**config.mk**
```make
export PLATFORM = sky130hd
export DESIGN_NAME = websocket_frame_deframer_top_flat
export DESIGN_NICKNAME = d
export VERILOG_FILES = /design/src/hdl/wsd_pkg.sv /design/src/hdl/wsd_in_if.sv /design/src/hdl/wsd_out_if.sv /design/src/hdl/websocket_frame_deframer_top.sv /design/src/flat_wrapper.sv
export SDC_FILE = /design/constraint.sdc
export NUM_CORES = 1
export LEC_CHECK = 0
export ABC_AREA = 1
export BUFFER_PORTS_ARGS = -buffer_cell sky130_fd_sc_hd__buf_2
export CORE_UTILIZATION = 45
export CTS_CLUSTER_DIAMETER = 200
export DETAILED_ROUTE_END_ITERATION = 8
export SLEW_MARGIN = 40
export SYNTH_ARGS = -nofsm -noshare
export SYNTH_HDL_FRONTEND = slang
export SYNTH_SLANG_ARGS = --single-unit
```
**constraint.sdc**
```tcl
create_clock -name clk -period 4.8 [get_ports clk]
set_clock_uncertainty 0.15 [all_clocks]
set_input_delay 0.24 -clock clk [delete_from_list [all_inputs] [get_ports clk]]
set_output_delay 0.24 -clock clk [all_outputs]
set_load 0.005 [all_outputs]
```
**src/hdl/wsd_pkg.sv**
```systemverilog
// ----------------------------------------------------------------------------
// wsd_pkg
// Shared constants and codes for the websocket frame deframer.
// ----------------------------------------------------------------------------
package wsd_pkg;

  // Field widths
  localparam int unsigned ByteW   = 8;
  localparam int unsigned OpW     = 4;
  localparam int unsigned KindW   = 2;
  localparam int unsigned MaxLenW = 32;
  localparam int unsigned LenW    = 64;
  localparam int unsigned KeyW    = 32;
  localparam int unsigned CfgIdxW = 1;

  // Register indexes
  localparam logic [CfgIdxW-1:0] REG_MAX_FRAME_LEN   = 1'd0;
  localparam logic [CfgIdxW-1:0] REG_ACCEPT_UNMASKED = 1'd1;

  // Reset value of the frame length limit (32 MiB)
  localparam logic [MaxLenW-1:0] MAX_LEN_RESET = 32'd33554432;

  // Result kinds
  localparam logic [KindW-1:0] KIND_PAYLOAD = 2'd0;
  localparam logic [KindW-1:0] KIND_END     = 2'd1;
  localparam logic [KindW-1:0] KIND_PONG    = 2'd2;
  localparam logic [KindW-1:0] KIND_ERROR   = 2'd3;

  // Error codes
  localparam logic ERR_UNMASKED = 1'b0;
  localparam logic ERR_TOO_LONG = 1'b1;

  // Opcodes and length escapes
  localparam logic [OpW-1:0] OP_CONT      = 4'd0;
  localparam logic [OpW-1:0] OP_BINARY    = 4'd2;
  localparam logic [OpW-1:0] OP_PING      = 4'd9;
  localparam logic [6:0]     LEN16_CODE   = 7'd126;
  localparam logic [6:0]     LEN64_CODE   = 7'd127;

  // One result item
  typedef struct packed {
    logic [KindW-1:0] kind;
    logic [ByteW-1:0] payload_byte;
    logic [OpW-1:0]   message_opcode;
    logic             last;
    logic             error_code;
  } wsd_result_t;

endpackage

```
**src/hdl/wsd_in_if.sv**
```systemverilog
// ----------------------------------------------------------------------------
// wsd_in_if
// Received byte channel: valid/ready with one stream byte.
// ----------------------------------------------------------------------------
interface wsd_in_if import wsd_pkg::*; ();
  logic             valid;
  logic             ready;
  logic [ByteW-1:0] data_byte;

  modport source (output valid, output data_byte, input ready);
  modport sink   (input valid, input data_byte, output ready);
endinterface

```
**src/hdl/wsd_out_if.sv**
```systemverilog
// ----------------------------------------------------------------------------
// wsd_out_if
// Result channel: valid/ready with one deframer result.
// ----------------------------------------------------------------------------
interface wsd_out_if import wsd_pkg::*; ();
  logic             valid;
  logic             ready;
  logic [KindW-1:0] kind;
  logic [ByteW-1:0] payload_byte;
  logic [OpW-1:0]   message_opcode;
  logic             last;
  logic             error_code;

  modport source (output valid, output kind, output payload_byte, output message_opcode,
                  output last, output error_code, input ready);
  modport sink   (input valid, input kind, input payload_byte, input message_opcode,
                  input last, input error_code, output ready);
endinterface

```
**src/hdl/websocket_frame_deframer_top.sv**
```systemverilog
// A result is registered: it is on the output in the cycle after the byte that causes it is accepted.
// One byte per cycle while the result register is empty or draining; it is refilled in the cycle it drains.
// Each byte is one combinational parser step; the 64-bit length decrement and compare set the path.
// Reset (rst, synchronous, active high) returns the parser to the first header byte,
// clears the result valid flag and loads the register defaults (limit 32 MiB, mask required).
// ----------------------------------------------------------------------------
// websocket_frame_deframer_top
// Receive-side frame parser: header, extended length, mask key, unmasked payload.
// ----------------------------------------------------------------------------
module websocket_frame_deframer_top import wsd_pkg::*; (
  input  logic               clk,
  input  logic               rst,
  input  logic               cfg_we,
  input  logic [CfgIdxW-1:0] cfg_index,
  input  logic [MaxLenW-1:0] cfg_data,
  wsd_in_if.sink             rx_bytes,
  wsd_out_if.source          results
);

  // Parser phases
  localparam logic [2:0] PH_HDR0    = 3'd0;
  localparam logic [2:0] PH_HDR1    = 3'd1;
  localparam logic [2:0] PH_EXTLEN  = 3'd2;
  localparam logic [2:0] PH_MASK    = 3'd3;
  localparam logic [2:0] PH_PAYLOAD = 3'd4;
  localparam logic [2:0] PH_HALT    = 3'd5;

  // Configuration
  logic [MaxLenW-1:0] max_frame_len;
  logic               accept_unmasked;

  // Parser state
  logic [2:0]      phase, phase_next;
  logic            final_flag, final_flag_next;
  logic [OpW-1:0]  frame_opcode, frame_opcode_next;
  logic            masked_flag, masked_flag_next;
  logic [3:0]      bytes_left, bytes_left_next;
  logic [LenW-1:0] frame_length, frame_length_next;
  logic [KeyW-1:0] mask_key, mask_key_next;
  logic [1:0]      mask_position, mask_position_next;
  logic [OpW-1:0]  msg_opcode, msg_opcode_next;

  // Result register
  logic        out_valid;
  wsd_result_t out_res;

  // Step outputs
  logic        emit;
  wsd_result_t res;

  // Step helpers
  logic            accept;
  logic [ByteW-1:0] b;
  logic            is_data;
  logic            len_done;
  logic [LenW-1:0] len_val;
  logic            bp_go;
  logic [ByteW-1:0] key_byte;

  assign b        = rx_bytes.data_byte;
  assign is_data  = (frame_opcode <= OP_BINARY);
  assign accept   = rx_bytes.valid && rx_bytes.ready;
  assign key_byte = mask_key[{~mask_position, 3'b000} +: ByteW];

  // Input is taken whenever the result register is empty or draining
  assign rx_bytes.ready = !out_valid || results.ready;

  // One parser step per accepted byte
  always_comb begin
    phase_next         = phase;
    final_flag_next    = final_flag;
    frame_opcode_next  = frame_opcode;
    masked_flag_next   = masked_flag;
    bytes_left_next    = bytes_left;
    frame_length_next  = frame_length;
    mask_key_next      = mask_key;
    mask_position_next = mask_position;
    msg_opcode_next    = msg_opcode;
    emit               = 1'b0;
    res                = '0;
    len_done           = 1'b0;
    len_val            = '0;
    bp_go              = 1'b0;

    case (phase)
      PH_HDR0: begin
        final_flag_next   = b[7];
        frame_opcode_next = b[OpW-1:0];
        phase_next        = PH_HDR1;
      end
      PH_HDR1: begin
        masked_flag_next = b[7];
        if (is_data && !b[7] && !accept_unmasked) begin
          phase_next     = PH_HALT;
          emit           = 1'b1;
          res.kind       = KIND_ERROR;
          res.error_code = ERR_UNMASKED;
        end else begin
          if (is_data && msg_opcode == OP_CONT && frame_opcode != OP_CONT) begin
            msg_opcode_next = frame_opcode;
          end
          frame_length_next = '0;
          if (b[6:0] == LEN16_CODE || b[6:0] == LEN64_CODE) begin
            bytes_left_next = (b[6:0] == LEN16_CODE) ? 4'd2 : 4'd8;
            phase_next      = PH_EXTLEN;
          end else begin
            len_done = 1'b1;
            len_val  = {{(LenW-7){1'b0}}, b[6:0]};
          end
        end
      end
      PH_EXTLEN: begin
        len_val           = {frame_length[LenW-ByteW-1:0], b};
        frame_length_next = len_val;
        bytes_left_next   = bytes_left - 4'd1;
        len_done          = (bytes_left == 4'd1);
      end
      PH_MASK: begin
        mask_key_next   = {mask_key[KeyW-ByteW-1:0], b};
        bytes_left_next = bytes_left - 4'd1;
        bp_go           = (bytes_left == 4'd1);
      end
      PH_PAYLOAD: begin
        mask_position_next = mask_position + 2'd1;
        frame_length_next  = frame_length - {{(LenW-1){1'b0}}, 1'b1};
        if (is_data) begin
          emit               = 1'b1;
          res.kind           = KIND_PAYLOAD;
          res.payload_byte   = masked_flag ? (b ^ key_byte) : b;
          res.message_opcode = msg_opcode;
          res.last           = final_flag && (frame_length == {{(LenW-1){1'b0}}, 1'b1});
        end
        if (frame_length == {{(LenW-1){1'b0}}, 1'b1}) begin
          phase_next = PH_HDR0;
          if (is_data && final_flag) msg_opcode_next = OP_CONT;
        end
      end
      default: begin
        phase_next = PH_HALT;
      end
    endcase

    // Full length known: limit check, then mask key or payload
    if (len_done) begin
      frame_length_next = len_val;
      if (is_data && len_val > {{(LenW-MaxLenW){1'b0}}, max_frame_len}) begin
        phase_next     = PH_HALT;
        emit           = 1'b1;
        res            = '0;
        res.kind       = KIND_ERROR;
        res.error_code = ERR_TOO_LONG;
      end else if (masked_flag_next) begin
        phase_next      = PH_MASK;
        bytes_left_next = 4'd4;
        mask_key_next   = '0;
      end else begin
        mask_key_next = '0;
        bp_go         = 1'b1;
      end
    end

    // Payload start; an empty frame ends here
    if (bp_go) begin
      mask_position_next = 2'd0;
      if (frame_length_next != '0) begin
        phase_next = PH_PAYLOAD;
      end else begin
        phase_next = PH_HDR0;
        if (is_data && final_flag) begin
          emit               = 1'b1;
          res                = '0;
          res.kind           = KIND_END;
          res.message_opcode = msg_opcode_next;
          res.last           = 1'b1;
          msg_opcode_next    = OP_CONT;
        end
      end
    end

    // Ping header answers with a pong request
    if (phase == PH_HDR1 && frame_opcode == OP_PING) begin
      emit     = 1'b1;
      res      = '0;
      res.kind = KIND_PONG;
    end
  end

  // Configuration registers
  always_ff @(posedge clk) begin
    if (rst) begin
      max_frame_len   <= MAX_LEN_RESET;
      accept_unmasked <= 1'b0;
    end else if (cfg_we) begin
      case (cfg_index)
        REG_MAX_FRAME_LEN:   max_frame_len   <= cfg_data;
        REG_ACCEPT_UNMASKED: accept_unmasked <= cfg_data[0];
        default: ;
      endcase
    end
  end

  // Parser state
  always_ff @(posedge clk) begin
    if (rst) begin
      phase         <= PH_HDR0;
      final_flag    <= 1'b0;
      frame_opcode  <= '0;
      masked_flag   <= 1'b0;
      bytes_left    <= '0;
      frame_length  <= '0;
      mask_key      <= '0;
      mask_position <= '0;
      msg_opcode    <= '0;
    end else if (accept) begin
      phase         <= phase_next;
      final_flag    <= final_flag_next;
      frame_opcode  <= frame_opcode_next;
      masked_flag   <= masked_flag_next;
      bytes_left    <= bytes_left_next;
      frame_length  <= frame_length_next;
      mask_key      <= mask_key_next;
      mask_position <= mask_position_next;
      msg_opcode    <= msg_opcode_next;
    end
  end

  // Result register
  always_ff @(posedge clk) begin
    if (rst) begin
      out_valid <= 1'b0;
    end else if (accept) begin
      out_valid <= emit;
    end else if (results.ready) begin
      out_valid <= 1'b0;
    end
  end

  always_ff @(posedge clk) begin
    if (accept && emit) begin
      out_res <= res;
    end
  end

  assign results.valid          = out_valid;
  assign results.kind           = out_res.kind;
  assign results.payload_byte   = out_res.payload_byte;
  assign results.message_opcode = out_res.message_opcode;
  assign results.last           = out_res.last;
  assign results.error_code     = out_res.error_code;

`ifndef ASSERT_OFF
  // Phase code stays within the defined phases
  a_phase_range: assert property (@(posedge clk) disable iff (rst)
    phase <= PH_HALT)
    else $error("parser phase out of range");

  // Halt is sticky until reset
  a_halt_sticky: assert property (@(posedge clk) disable iff (rst)
    phase == PH_HALT |=> phase == PH_HALT)
    else $error("parser left halt without reset");

  // A pending error result implies the parser is halted
  a_err_halts: assert property (@(posedge clk) disable iff (rst)
    out_valid && out_res.kind == KIND_ERROR |-> phase == PH_HALT)
    else $error("error reported but parser not halted");

  // No result is produced once halted
  a_halt_silent: assert property (@(posedge clk) disable iff (rst)
    accept && phase == PH_HALT |-> !emit)
    else $error("result produced while halted");

  // Payload phase always has bytes left to consume
  a_payload_len: assert property (@(posedge clk) disable iff (rst)
    phase == PH_PAYLOAD |-> frame_length != '0)
    else $error("payload phase with zero length");
`endif

endmodule
```
**src/flat_wrapper.sv**
```systemverilog
// flat-port wrapper written by rule: the top's interface ports become plain ports
module websocket_frame_deframer_top_flat import wsd_pkg::*;
  (clk, rst, cfg_we, cfg_index, cfg_data, rx_bytes_valid, rx_bytes_data_byte, rx_bytes_ready, results_valid, results_kind, results_payload_byte, results_message_opcode, results_last, results_error_code, results_ready);
  wsd_in_if rx_bytes_i ();
  wsd_out_if results_i ();
  input  logic clk;
  input  logic rst;
  input  logic cfg_we;
  input  logic [CfgIdxW-1:0] cfg_index;
  input  logic [MaxLenW-1:0] cfg_data;
  input wire logic [$bits(rx_bytes_i.valid)-1:0] rx_bytes_valid;
  input wire logic [$bits(rx_bytes_i.data_byte)-1:0] rx_bytes_data_byte;
  output wire logic [$bits(rx_bytes_i.ready)-1:0] rx_bytes_ready;
  output wire logic [$bits(results_i.valid)-1:0] results_valid;
  output wire logic [$bits(results_i.kind)-1:0] results_kind;
  output wire logic [$bits(results_i.payload_byte)-1:0] results_payload_byte;
  output wire logic [$bits(results_i.message_opcode)-1:0] results_message_opcode;
  output wire logic [$bits(results_i.last)-1:0] results_last;
  output wire logic [$bits(results_i.error_code)-1:0] results_error_code;
  input wire logic [$bits(results_i.ready)-1:0] results_ready;
  assign rx_bytes_i.valid = rx_bytes_valid;
  assign rx_bytes_i.data_byte = rx_bytes_data_byte;
  assign rx_bytes_ready = rx_bytes_i.ready;
  assign results_valid = results_i.valid;
  assign results_kind = results_i.kind;
  assign results_payload_byte = results_i.payload_byte;
  assign results_message_opcode = results_i.message_opcode;
  assign results_last = results_i.last;
  assign results_error_code = results_i.error_code;
  assign results_i.ready = results_ready;
  websocket_frame_deframer_top u_core (.clk(clk), .rst(rst), .cfg_we(cfg_we), .cfg_index(cfg_index), .cfg_data(cfg_data), .rx_bytes(rx_bytes_i), .results(results_i));
endmodule
```
== Word level (Yosys, flattened, before mapping) ==
Index checks and enable logic that the tools add are counted.

* Add/subtract/negate cells: 3
* Magnitude comparators: 2
* Eq/ne operators: 9
* Shift operators: 1
* Muxes and demuxes: 64
* Bitwise gates (word level): 3
* Reductions and logical operators: 26

{| class="wikitable"
|+ Operator list
! cell !! number
|-
| $pmux 64 s3 || 1
|-
| $mux 64 || 2
|-
| $pmux 64 s2 || 1
|-
| $mux 32 || 3
|-
| $mux 16 || 5
|-
| $eq 64x1->1 const B || 1
|-
| $gt 64x32->1 || 1
|-
| $reduce_bool 64->1 || 1
|-
| $sub 64x1->64 const B || 1
|-
| $mux 4 || 13
|-
| $shiftx 32x6->8 || 1
|-
| $mux 13 || 2
|-
| $mux 3 || 8
|-
| $mux 1 || 17
|-
| $pmux 4 s2 || 2
|-
| $eq 7x7->1 const B || 2
|-
| $mux 7 || 2
|-
| $pmux 3 s4 || 1
|-
| $logic_and 1x1->1 || 10
|-
| $mux 8 || 1
|-
| $reduce_and 2->1 || 4
|-
| $xor 8x8->8 || 1
|-
| $eq 3x2->1 const B || 2
|-
| $mux 2 || 3
|-
| 18 further kinds || 23
|}

* Register bits: 165
* Output and inout bits: 18

== Depth between registers and ports, before layout ==
Gate-level depths: netlist of the first run.

* Depth in word-level cells: 14
* Gate-level depth with buffers: 25
* Gate-level depth less buffers: 25

== Worst setup path before layout of the first run ==
No wires, ideal clock.

* Kind: reg-to-reg
* Start point: register u_core.phase[2]
* End point: register u_core.out_res, in the netlist u_core.results.error_code, enable pin
* Setup time: 0.364 ns
* Data arrival time: 2.888 ns
* Data required time: 4.286 ns
* Slack: 1.398 ns
* Stages on the path, launching flop included: 19
* Cells stage by stage: dfxtp_1 > inv_2 > nand3_2 > buf_2 > buf_2 > nor2_1 > ha_1 > nand2_1 > nor2_1 > nand2_1 > nor4_1 > nand4_1 > nand3_1 > a21oi_2 > nor2_2 > nand3_2 > nand2_1 > nand2_1 > inv_1

* Longest elaborated chain between the ends: 11
* Elaborated cells between the ends (all ways): 25

{| class="wikitable"
|+ RTL lines
! what !! RTL line !! text
|-
| from (decl) || websocket_frame_deframer_top.sv:33 || <nowiki>logic [2:0] phase, phase_next;</nowiki>
|-
| from (signal assigned) || websocket_frame_deframer_top.sv:215 || <nowiki>phase <= phase_next;</nowiki>
|-
| $eq 3x2->1 / $eq 3x1->1 (equally long branches) || websocket_frame_deframer_top.sv:85, websocket_frame_deframer_top.sv:181 ||
|-
| $pmux 64 s2 || websocket_frame_deframer_top.sv:85 || <nowiki>case (phase)</nowiki>
|-
| $gt 64x32->1 || websocket_frame_deframer_top.sv:146 || <nowiki>if (is_data && len_val > {{(LenW-MaxLenW){1'b0}}, max_frame_len}) begin</nowiki>
|-
| $logic_and 1x1->1 || websocket_frame_deframer_top.sv:146 ||
|-
| $mux 1 || websocket_frame_deframer_top.sv:146 ||
|-
| $mux 1 || websocket_frame_deframer_top.sv:144 || <nowiki>if (len_done) begin</nowiki>
|-
| $mux 1 || websocket_frame_deframer_top.sv:169 || <nowiki>if (is_data && final_flag) begin</nowiki>
|-
| $mux 1 || websocket_frame_deframer_top.sv:165 || <nowiki>if (frame_length_next != '0) begin</nowiki>
|-
| $mux 1 || websocket_frame_deframer_top.sv:163 || <nowiki>if (bp_go) begin</nowiki>
|-
| $mux 1 (*) || websocket_frame_deframer_top.sv:181 || <nowiki>if (phase == PH_HDR1 && frame_opcode == OP_PING) begin</nowiki>
|-
| $logic_and 1x1->1 (*) || websocket_frame_deframer_top.sv:239 || <nowiki>if (accept && emit) begin</nowiki>
|-
| to (signal assigned) || websocket_frame_deframer_top.sv:240 || <nowiki>out_res <= res;</nowiki>
|-
| to (decl) || websocket_frame_deframer_top.sv:45 || <nowiki>wsd_result_t out_res;</nowiki>
|}

Every way passes the cells marked *; elsewhere a longest branch is shown, timed or not.
A chain may end at the register's enable or synchronous reset.

== Worst setup path after layout of the first run ==
* Start point: register u_core.phase[0]
* End point: register u_core.out_res, in the netlist u_core.results.error_code, enable pin

The elaborated chain is that of the path after synthesis.

==> metrics, run 1 <==
Crit. End Element flip-flop; Mapped Cells 1919; crit share post-route a little under 90%; H-Tree Depth 4; nets@finish 2058; Top FF cell, synth dfxtp_1; Min-Delay Path Class input pin to flip-flop; CP max stage cell nor4_1; Peak VDD IR ~240 uV; minimum clock period 4240 ps; Relative slew margins 49.7%; mean post-synth cell area 6.08 sq um; Resize count post-CTS 0; Worst Reg-to-Reg Cells 20; DIE AREA 26600 sq um; Worst R2R End u_core.results.error_code; crit path cell chain inv_1, nand3_2, buf_4, nor2_1, ha_1, nand2_1, nor2_1, nand2_1, nor4_1, nand2_1, nand3_1, nand4_1, nand2_1, inv_1, nand2_1, nor2_1, nand2_1, nand2_1, inv_1, buf_4; Layout area overhead 12.9%; Synthesized Nets 2001; # fillers 2679; YS warnings 0; vias 12927; input/output buffers 63; Final ANT Viol Nets 0; CP Class flip-flop to flip-flop; Most common cell on crit path nand2_1; hold_buf cts 38; DRT Pass-1 Iters 6; RD Place Congestion 0.992; min-delay src results_ready; Post-synth EDFFs 16; crit start category flip-flop; largest net degree at the start of global routing 79; # diodes 0; DIE HEIGHT 163 um; DRC viols 0; first-pass GRT wire length 66200 um; CP max FO 27; clk slew on worst S/H paths 70 ps; CP arrival about 4200 ps; setup TNS 0 ps; pwr dens ~320 nW/um^2; Via density 5.57; Worst path max stage delay 540 ps; Post-CTS Setup Repair Bufs 0; total congestion overflow 0; FFs w/ async S/R, synth 0%; Worst R2R Setup Slack roughly 560 ps; Data required, critical path around 4800 ps; final setup fails 0; cell leakage power 6.14 nW; max frequency ~240 MHz; max-slew violations 0; share of post-route cells with drive strength above 1 8.70%; fin worst setup slack 563 ps; CP Depth 20; Tightest Pin Transition 755 ps; CTS sink cnt approximately 170; Clock Root Buffer clkbuf_16; status complete, no violations; Yosys reg bits 165; Crit Reg-Reg Startpoint u_core.phase[0]; unrepaired setup endpoints after global routing false; hold endpoint u_core.results.valid; Routed WL per cell 18.1 um; WHS Path Cells 4; DIE WIDTH 163 um; Syn Std Cell Area 11700 sq um; post-synth cell types 40; CTS max path bufs 2; Tot GR Track Use 32.4%; Starting Density about 46%; initial antenna violation count 0; CTS tree built; vias in the first global route 11881; final WL 42000 um; Hold Vio Cnt, Final 0; post-synthesis sequential area ratio 29.7%; Final HPWL DP between 30000 and 40000 um; I/O pin cnt 64; Crit path buffers/inverters 5; setup slack at placement 606 ps; max cap viols 0; cell family with most CP delay simple AND/OR/NAND/NOR gates; Core Area ~25000 sq um; worst skew pair latency roughly 460 ps; row cnt 58; DRT iter0 DRCs 1414; TritonCTS buffer count 17
==> stage by stage <==
stage | std cells | total power, mW | cell area (sq um) | util, % | hold WS, ps
floorplan | 1919 | 2.41 | 11700 | - | 220
global placement | 2249 | 2.78 | 12200 | 48.2 | 304
detailed placement | 2249 | 2.79 | 12200 | 48.2 | 307
CTS | 2319 | 4.22 | 13200 | 52.0 | 22.2
global route | 2319 | 4.44 | 13200 | 52.0 | 39.3
finish | 2319 | 4.24 | 13200 | 52.0 | 26.8
==> tightest hold or removal path: stages <==
cell	delay, ps
buf_2	80
inv_1	30
nand2_1	130
a21oi_1	90
==> cells by family after synthesis <==
group | after synthesis | share of synthesized area (%)
AND/OR/NAND/NOR | 926 | 34.2
AO/OA/AOI/OAI | 453 | 21.0
buffers and inverters | 335 | 11.0
flip-flops | 165 | 29.7
adder cells (fa/ha/maj) | 36 | 3.86
XOR/XNOR | 4 | 0.300
==> registers in the layout, summed over array words and instances (netlist names), 2 cells and up <==
signal / cells
u_core.mask_key: 32
u_core.frame_opcode: 4
u_core.max_frame_len: 32
u_core.frame_length: 64
u_core.results.payload_byte: 8
u_core.mask_position: 2
u_core.results.message_opcode: 4
u_core.msg_opcode: 4
u_core.bytes_left: 4
u_core.results.kind: 2
u_core.phase: 3
==> cells in the mapped netlist (all sizes together), types with 2 or more instances <==
| master | count | area [sq um] |
|---|---|---|
| nor2 | 288 | 1190 |
| nand3 | 138 | 733 |
| a22oi | 16 | 120 |
| or2 | 2 | 12.5 |
| nor4 | 10 | 62.6 |
| o21ai | 185 | 926 |
| inv | 251 | 942 |
| o211ai | 43 | 323 |
| ha | 36 | 450 |
| nand4 | 24 | 150 |
| xor2 | 4 | 35.0 |
| nand2 | 439 | 1680 |
| clkbuf | 65 | 244 |
| nor3 | 9 | 45.0 |
| clkinv | 5 | 18.8 |
| a21oi | 203 | 1030 |
| nand3b | 10 | 75.1 |
| buf | 14 | 80.1 |
| and2 | 4 | 25.0 |
| edfxtp | 16 | 480 |
| dfxtp | 149 | 2980 |
==> layer usage <==
metal	up-vias	routed length [um]	GRT usage (%)
li1	6406	-	-
met1	5953	18800	43.3
met2	474	18500	50.8
met3	94	3090	5.51
met4	0	1670	14.6
met5	-	0	0
==> how the worst max path moves through the flow <==
| stage | slack [ps] | end | start |
|---|---|---|---|
| 2_1_floorplan | 1400 | u_core.results.error_code | u_core.phase[2] |
| 3_3_place_gp | 740 | u_core.results.payload_byte[4] | u_core.phase[0] |
| 3_5_place_dp | 610 | u_core.results.payload_byte[4] | u_core.phase[0] |
| 4_1_cts | 590 | u_core.results.error_code | u_core.phase[0] |
| 5_1_grt | 230 | u_core.results.message_opcode[0] | u_core.phase[0] |
| 6_report | 560 | u_core.results.error_code | u_core.phase[0] |
==> layout make-up <==
class / instances / area (sq um) / share of cell area [%]
repair buffers: 117 / 816 / 6.19
flip-flops and latches: 165 / 3460 / 26.3
clock buffers: 18 / 429 / 3.26
inverters: 256 / 966 / 7.33
well taps: 330 / 413 / 3.13
clock inverters: 14 / 156 / 1.19
multi-input cells: 1419 / 6940 / 52.6
==> power breakdown <==
group | total (mW) | internal [mW] | switching, mW
combinational | 1.21 | 0.359 | 0.849
sequential | 1.61 | 1.49 | 0.119
clock | 1.43 | 0.700 | 0.726
==> cells in the final DEF (no fill, tap or decap), types with 2 or more instances in the layout <==
cell type	count
o211ai_1	43
inv_1	240
and2_1	4
nand4_1	24
buf_2	63
nand3b_1	10
nor2_1	260
clkinv_1	5
a21oi_1	199
a22oi_1	16
o21ai_1	15
nor4_1	10
inv_6	2
nand2_2	8
clkbuf_16	17
nor2_4	9
nand3_2	6
nand2_1	428
nor2_2	19
nor3_1	9
dfxtp_1	149
a21oi_2	4
dlygate4sd3_1	38
xor2_1	4
or2_2	2
ha_1	36
inv_2	9
buf_4	16
clkinv_8	4
o21ai_0	170
edfxtp_1	16
inv_4	4
nand2_4	3
inv_8	4
nand3_1	131
No activity file was read; power rests on OpenSTA's default activity.
==> inputs of run 2 (changes only) <==
Settings changed: RECOVER_POWER set to 25.
==> run 2 against run 1 <==
  * The flow now finishes with violations (max-capacitance violations, max-slew violations)
  * Final cell count stayed put
  * Count of clock-buffer cells in the layout stayed put
  * Clock power hardly changed
  * Worst hold slack hardly changed
  * Die area stayed put
==> metrics, run 2 (synthesis results as in run 1) <==
status complete, but fails checks; failing checks max-capacitance violations, max-slew violations; Power Total 4.24 mW (about the same); Worst R2R End u_core.results.error_code; TritonCTS buffer count 17 (unchanged); final setup fails 0 (unchanged); crit share post-route 88.2% (-0.089 points); leading cell type in the layout, fill and taps excluded nand2_1; Data required, critical path 4800 ps (about the same); first-pass GRT wire length 66200 um (unchanged); CP arrival 4230 ps (about the same); setup TNS 0 ps (unchanged); Core Area 25300 sq um (unchanged); WHS Path Cells 4 (unchanged); Placed Area 12200 sq um (unchanged); Crit. End Element flip-flop; final WL 42000 um (about the same); max FFs per register 64 (unchanged); Most common cell on crit path nand2_1; placed insts 2249 (unchanged); Clock Root Buffer clkbuf_16; Via density 5.57 (about the same); CP Class flip-flop to flip-flop; Crit Reg-Reg Startpoint u_core.phase[0]; max cap viols 1 (+1); unrepaired setup endpoints after global routing false; Final ANT Viol Nets 0 (unchanged); min-delay src results_ready; CTS sink cnt 165 (unchanged); DRT Pass-1 Iters 6 (unchanged); Peak VDD IR 242 uV (about the same); CTS max path bufs 2 (unchanged); Resize count post-CTS 0 (unchanged); total congestion overflow 0 (unchanged); crit path cell chain inv_1, nand3_2, buf_4, nor2_1, ha_1, nand2_1, nor2_1, nand2_1, nor4_1, nand2_1, nand3_1, nand4_1, nand2_1, inv_1, nand2_1, nor2_1, nand2_1, nand2_1, inv_1, buf_4; highest-count cells in the layout ignoring fill and taps 428 x nand2_1, 260 x nor2_1, 240 x inv_1; vias 12923 (-0.031%); Layout area overhead 12.7%; I/O pin cnt 64 (unchanged); nets@finish 2058 (unchanged); H-Tree Depth 4 (unchanged); input/output buffers 63 (unchanged); vias in the first global route 11881 (unchanged); worst skew pair latency 460 ps (about the same); Post-CTS Setup Repair Bufs 0 (unchanged); hold_buf cts 38 (unchanged); max frequency 236 MHz (+0.10%); Reg with most FFs u_core.frame_length; RD Place Congestion 0.992 (unchanged); Min-Delay Path Class input pin to flip-flop; DIE HEIGHT 163 um (unchanged); largest net degree at the start of global routing 79 (unchanged); Tot GR Track Use 32.4% (unchanged); CP max stage cell nor4_1; clk slew on worst S/H paths 70 ps (about the same); Top Registers u_core.frame_length (64), u_core.mask_key (32), u_core.max_frame_len (32); cell leakage power 6.11 nW (-0.50%); Tightest Pin Transition 3140 ps (+2380 ps); crit start category flip-flop; DIE WIDTH 163 um (unchanged); Hold Vio Cnt, Final 0 (unchanged); Relative slew margins -109% (-160 points); DRT iter0 DRCs 1467 (+3.7%); # diodes 0 (unchanged); CP max FO 27 (unchanged); row cnt 58 (unchanged); Worst R2R Setup Slack 570 ps (about the same); share of post-route cells with drive strength above 1 8.14% (-0.55 points); Min Hold Slack 26.8 ps (-0.0403 ps); Routed WL per cell 18.1 um (about the same); hold endpoint u_core.results.valid; final cell count without fillers 2319 (unchanged); DRC viols 0 (unchanged); initial antenna violation count 0 (unchanged); Worst Reg-to-Reg Cells 20 (unchanged); pwr dens 322 nW/um^2 (+0.18%); Worst path max stage delay 540 ps (about the same); DIE AREA 26600 sq um (unchanged); fin area 13200 sq um (-0.13%); minimum clock period 4230 ps (-4.27 ps); Final HPWL DP 30900 um (unchanged); Starting Density 46.1% (unchanged); max-slew violations 79 (+79); CTS tree built; # fillers 2687 (+0.30%)
[run 2: critical path: cells and delay by family, from the launching register on]
family	cells	cell delay, ps
buffers and inverters	5	980
adder cells (fa/ha/maj)	1	320
AND/OR/NAND/NOR	14	2010
flip-flops	1	460
[run 2: metal layers]
metal  vias to the layer above  part of all wire (%)  GRT usage (%)
met5                         -                     0              0
met1                      5926                    45           43.3
met3                       100                   7.3           5.51
met4                         0                   4.0           14.6
met2                       492                    44           50.8
li1                       6405                     -              -
[run 2: how the worst max path moves through the flow]
| stage | from | end | cells past startpoint |
|---|---|---|---|
| floorplan | u_core.phase[2] | u_core.results.error_code | 18 |
| global placement | u_core.phase[0] | u_core.results.payload_byte[4] | 20 |
| detailed placement | u_core.phase[0] | u_core.results.payload_byte[4] | 20 |
| CTS | u_core.phase[0] | u_core.results.error_code | 20 |
| global route | u_core.phase[0] | u_core.results.message_opcode[0] | 20 |
| finish | u_core.phase[0] | u_core.results.error_code | 20 |
[run 2: layout make-up]
class,count,area (sq um),area share (%)
Sequential cell,165,3460,26.3
Timing Repair Buffer,117,798,6.07
Clock buffer,18,429,3.26
Multi-Input combinational cell,1419,6940,52.7
Inverter,256,966,7.34
Tap cell,330,413,3.14
Clock inverter,14,156,1.19
[run 2: report_power, final]
part           internal, mW  leakage, nW  switching, mW
logic                 0.360         4.45          0.849
registers              1.49         1.38          0.119
clock network         0.700        0.285          0.726
total                  2.55         6.11           1.69
[run 2: stage by stage]
step | utilization, % | worst slack, ps
6_report | 52.0 | 567
5_1_grt | 52.0 | 228
4_1_cts | 52.0 | 593
3_5_place_dp | 48.2 | 606
3_3_place_gp | 48.2 | 739
2_1_floorplan | - | 1400
